`src/design/ridct_pkg.sv`:
```
`timescale 1ns / 1ps
// Shared types and constants for the reduced IDCT row/column pass.
// Used by ridct_csr and reduced_idct_row_col_pass; no dependencies.
package ridct_pkg;

   localparam int WW      = 12;   // butterfly weight width
   localparam int CW      = 16;   // coefficient width
   localparam int VW      = 16;   // output element width
   localparam int NV      = 8;    // output elements per item
   localparam int REQ_DW  = 136;  // 131 payload bits padded to bytes
   localparam int RSP_DW  = NV * VW;
   localparam int CSR_AW  = 3;

   typedef logic [WW-1:0] weight_type;

   typedef struct packed {
      weight_type w1;
      weight_type w2;
      weight_type w3;
      weight_type w5;
      weight_type w6;
      weight_type w7;
   } weights_type;

endpackage

```
`src/design/ridct_csr.sv`:
```
`timescale 1ns / 1ps
// Butterfly weight registers written through the csr channel.
// Depends on ridct_pkg.
module ridct_csr (
   input  logic                          clock,
   input  logic                          reset,
   input  logic                          csr_valid,
   output logic                          csr_ready,
   input  logic [ridct_pkg::CSR_AW-1:0]  csr_index,
   input  logic [ridct_pkg::WW-1:0]      csr_data,
   output ridct_pkg::weights_type        weights
);
   import ridct_pkg::*;

   localparam logic [CSR_AW-1:0] CSR_W1 = 3'd0;
   localparam logic [CSR_AW-1:0] CSR_W2 = 3'd1;
   localparam logic [CSR_AW-1:0] CSR_W3 = 3'd2;
   localparam logic [CSR_AW-1:0] CSR_W5 = 3'd3;
   localparam logic [CSR_AW-1:0] CSR_W6 = 3'd4;
   localparam logic [CSR_AW-1:0] CSR_W7 = 3'd5;

   localparam weight_type W1_RST = 12'd2841;
   localparam weight_type W2_RST = 12'd2676;
   localparam weight_type W3_RST = 12'd2408;
   localparam weight_type W5_RST = 12'd1609;
   localparam weight_type W6_RST = 12'd1108;
   localparam weight_type W7_RST = 12'd565;

   weights_type wts_ff;
   weights_type wts_in;

   assign csr_ready = 1'b1;
   assign weights   = wts_ff;

   always_comb begin
      wts_in = wts_ff;
      if (csr_valid) begin
         case (csr_index)
            CSR_W1:  wts_in.w1 = csr_data;
            CSR_W2:  wts_in.w2 = csr_data;
            CSR_W3:  wts_in.w3 = csr_data;
            CSR_W5:  wts_in.w5 = csr_data;
            CSR_W6:  wts_in.w6 = csr_data;
            CSR_W7:  wts_in.w7 = csr_data;
            default: wts_in = wts_ff;
         endcase
      end
   end

   always_ff @(posedge clock) begin
      if (reset) begin
         wts_ff <= '{w1: W1_RST, w2: W2_RST, w3: W3_RST,
                     w5: W5_RST, w6: W6_RST, w7: W7_RST};
      end else begin
         wts_ff <= wts_in;
      end
   end

endmodule
```
`config.mk`:
```
export PLATFORM = sky130hd
export DESIGN_NAME = ridct_csr
export DESIGN_NICKNAME = d
export VERILOG_FILES = /design/src/design/ridct_pkg.sv /design/src/design/ridct_csr.sv
export SDC_FILE = /design/constraint.sdc
export NUM_CORES = 1
export LEC_CHECK = 0
export BUFFER_PORTS_ARGS = -buffer_cell sky130_fd_sc_hd__clkbuf_2
export CORE_MARGIN = 3
export CORE_UTILIZATION = 26
export CTS_CLUSTER_SIZE = 40
export DETAILED_ROUTE_END_ITERATION = 10
export PLACE_DENSITY = 0.48
export SETUP_SLACK_MARGIN = 0.05
export SLEW_MARGIN = 30
export SYNTH_ARGS = -nofsm -noshare
export SYNTH_HDL_FRONTEND = slang
export SYNTH_SLANG_ARGS = --single-unit
```
`constraint.sdc`:
```
create_clock -name clock -period 1.8 [get_ports clock]
set_input_delay 0.54 -clock clock [delete_from_list [all_inputs] [get_ports clock]]
set_output_delay 0.54 -clock clock [all_outputs]
set_load 0.005 [all_outputs]
```
-- Word-level counts from Yosys, hierarchy flattened
Cells that the tools add are included.
Widths: inputs -> output; s select.
- bits in registers: 72
- memories: 0
- bits in writable memories: 0
- word-level logic and storage cells: 18
- memory bits (read-only): 0
- bits in latches: 0
- input port bits: 18
- output and inout bits: 73
- muxes and demuxes: 0
- shifts and indexed selects: 0
- add/sub/neg operators: 0
- divide/modulo/power cells: 0
- eq/ne operators: 5
- bitwise operators: 0
- $mul: 0
- reduce and logical (&&, ||, !) cells: 7
- order comparisons: 0
- operators by type and width (cell ; count):
    $reduce_and 2->1 ; 6
    $eq 3x2->1 const B ; 2
    $eq 3x3->1 const B ; 2
    $eq 3x1->1 const B ; 1
    $logic_not 3->1 ; 1

-- Longest topological paths before layout
- depth after elaboration: 2
- mapped depth: 5
- gate-level depth less buffers: 2

-- Worst setup path before layout
OpenSTA, ideal clock, no wires.
- path kind: input to register
- start: input port csr_index[1] in the netlist's numbering
- end: register wts_ff (netlist bit weights[69])
- data required time: 1.674 ns
- buffers on the path: 2
- library setup time: 0.126 ns
- path slack: 0.235 ns
- arrival time: 1.439 ns
- stages on the path: 4
- path through: or4b_1 -> buf_2 -> buf_6 -> mux2i_1
- cells in the longest elaborated chain, start to end: 2
- RTL lines (element ; line ; text):
    from (decl) ; ridct_csr.sv:9 ; input logic [ridct_pkg::CSR_AW-1:0] csr_index,
    $logic_not 3->1 ; ridct_csr.sv:38 ; case (csr_index)
    $reduce_and 2->1 (no source line) ; - ;
    to (signal assigned) ; ridct_csr.sv:52 ; wts_ff <= '{w1: W1_RST, w2: W2_RST, w3: W3_RST,
    to (signal assigned) ; ridct_csr.sv:55 ; wts_ff <= wts_in;
    to (decl) ; ridct_csr.sv:29 ; weights_type wts_ff;
Every way passes these cells.
A chain may end at the register's enable or synchronous reset.

-- Worst setup path after layout
- start: register wts_ff (netlist bit weights[68])
- end: output port weights[68] in the netlist's numbering
- RTL lines (element ; line ; text):
    to (decl) ; ridct_csr.sv:11 ; output ridct_pkg::weights_type weights
No word-level cell between the ends.

==> reports/qor.yml <==
global_route:
  grt_pass1_vias: 2132
  grt_overflow: 0
  grt_use_total_pct: 12.9
  grt_pass1_wl_microns: 11700
  antenna_found_initial: 0
  grt_max_degree: 58
finish:
  drive_gt1_share_pct: 33.3
  final_common_cell: "clkbuf_2"
  most-common-layout-cells: "clkbuf_2 (89), mux2i_1 (72), dfxtp_1 (72)"
  nNetsFinal: 382
  final_util_pct: 35.5
  antenna_cells: 0
  syn_to_final_growth_pct: 31.2
  largest_reg_flops: 72
timing:
  min_period_ps: 1360
  rsz0062_at_grt: "false"
  fin_crit_sh_pct: 75.8
  tns_ps: 0
  slew_violations: 0
  fin_ws_ps: 435
  clock_skew_ps: 0
  finalHoldViolations: 0
  fmax_mhz: 733
  setup_viol: 0
placement:
  dp_slack_ps: 118
  port_buffers: 89
  globalplace.congestion: 0.718
  hpwl_microns: 5660
power:
  p_seq_share_pct: 50.5
  switching_power_uw: 727
  power.total_mw: 3.26
  p_clk_share_pct: 41.9
  vdd_drop_max_mv: 0.281
  power_leakage_nw: 1.83
  p_comb_share_pct: 7.6
  intPower_mw: 2.54
  p_sw_share_pct: 22.3
  p_per_area_nw_per_um2: 879
drt:
  drtAntennaViolNets: 0
  wirelength_microns: 7610
  vias_per_cell: 4.25
  dr.first_iter.drc_count: 73
  drc: 0
  vias: 2145
  wire_per_inst_microns: 15.1
  drt_pass1_iterations: 4
clock_network:
  post_cts.repair.setup_buffers: 0
  clock-sinks: 72
  cts_tree: "yes"
  postCtsHoldBufs: 0
  ctsResizeCount: 0
  htree_levels: 3
  clock_latency_ps: 330
  clockBufferDepth: 2
  ctsRootBufferMaster: "clkbuf_8"
  clk_pin_slew_ps: 70
  cts_made_buffers: 9
worst_setup_path:
  worstPathCellList: "clkbuf_2"
  worstSetupPathType: "reg2out"
  arrival_ps: 820
  r2r_setup_slack_ps: 1170
  cp-end-kind: "primary output"
  start_kind: "flip-flop"
  path_delay_family: "flip-flops"
  worst-path-max-fanout: 2
  critical_path_buf_inv_count: 1
  cp_data_required_time_ps: 1260
  critPathSlowestCell: "dfxtp_1"
  cp_slowest_stage_delay_ps: 360
synthesis:
  syn_inst: 267
  syn_nets: 285
  ys_top_cells_by_area: "dfxtp_1 (51%), mux2i_1 (25%), nand2b_1 (12%)"
  syn-cell-area_sq_um: 2830
  synth_top_area_cell: "dfxtp_1"
  netlist.area_leader.share_pct: 50.9
  yosysUniqueCellTypes: 15
  yosysWarnings: 0
  synth_area_per_cell_sq_um: 10.6
  ys_seq_area_share_pct: 50.9
  ys_ff_latch: 72
outcome:
  status: "complete, no violations"
die:
  start_util_pct: 27.1
  die_w_microns: 110
  io_pins: 91
  fp.dieH_microns: 110
  fp.coreArea_sq_um: 10500
  fp-row-count: 37
  dieArea_sq_um: 12200
job:
  maxCapViolCount: 0
worst_hold_path:
  hold_class: "reg2reg"
==> layer usage <==
layer / routed length, microns / global-route usage, % / up-vias / part of all wire, %
li1: - / - / 1071 / -
met1: 3470 / 16.1 / 999 / 46
met2: 3420 / 20.4 / 64 / 45
met3: 609 / 4.37 / 11 / 8.0
met4: 110 / 5.54 / 0 / 1.4
met5: 0 / 0 / - / 0
==> worst min-delay path: cells and delay by family (launching register included) <==
family / cells / cell delay [ps]
flops: 1 / 310
simple gates: 1 / 60
mux: 1 / 60
==> power by group through the flow <==
stage	Combinational (mW)	Clock [mW]	Sequential, mW
after floorplan	0.131	0	1.68
after CTS	0.253	1.43	1.65
final	0.248	1.37	1.65
after detailed placement	0.253	0	1.68
after global placement	0.250	0	1.68
after global routing	0.275	1.50	1.65
==> cells by family after synthesis <==
kind of cell	share of synthesized area [%]
buffers and inverters	3.40
multiplexers	25.5
flip-flops	50.9
other	0.132
AND/OR/NAND/NOR	20.1
==> worst paths after layout <==
check         startpoint           to  cells after the start
max          weights[68]  weights[68]                      1
min          weights[55]  weights[55]                      2
max reg2reg  weights[69]  weights[69]                      2
min reg2reg  weights[55]  weights[55]                      2
==> stage by stage <==
| step | cell area [sq um] | hold slack, ps | std cells |
|---|---|---|---|
| finish | 3710 | 477 | 505 |
| global route | 3710 | 478 | 505 |
| CTS | 3710 | 474 | 505 |
| detailed placement | 3500 | 463 | 489 |
| global placement | 3500 | 459 | 489 |
| floorplan | 2830 | 465 | 267 |
==> synthesized netlist by cell type, drive strengths merged <==
cell     number
nand4b        2
conb          1
mux2i        72
and4bb        1
and4b         1
nor4bb        1
or4b          1
nor2         41
buf          10
nand2b       53
dfxtp        72
clkbuf       10
nand4bb       2
==> layout make-up <==
| type | count | area, sq um |
|---|---|---|
| Fill cell | 1103 | 6750 |
| Multi-Input combinational cell | 175 | 1300 |
| Sequential cell | 72 | 1440 |
| Tap cell | 136 | 170 |
| Clock buffer | 14 | 183 |
| Timing Repair Buffer | 106 | 586 |
| Clock inverter | 2 | 35.0 |
(Power assumes the default switching activity.)
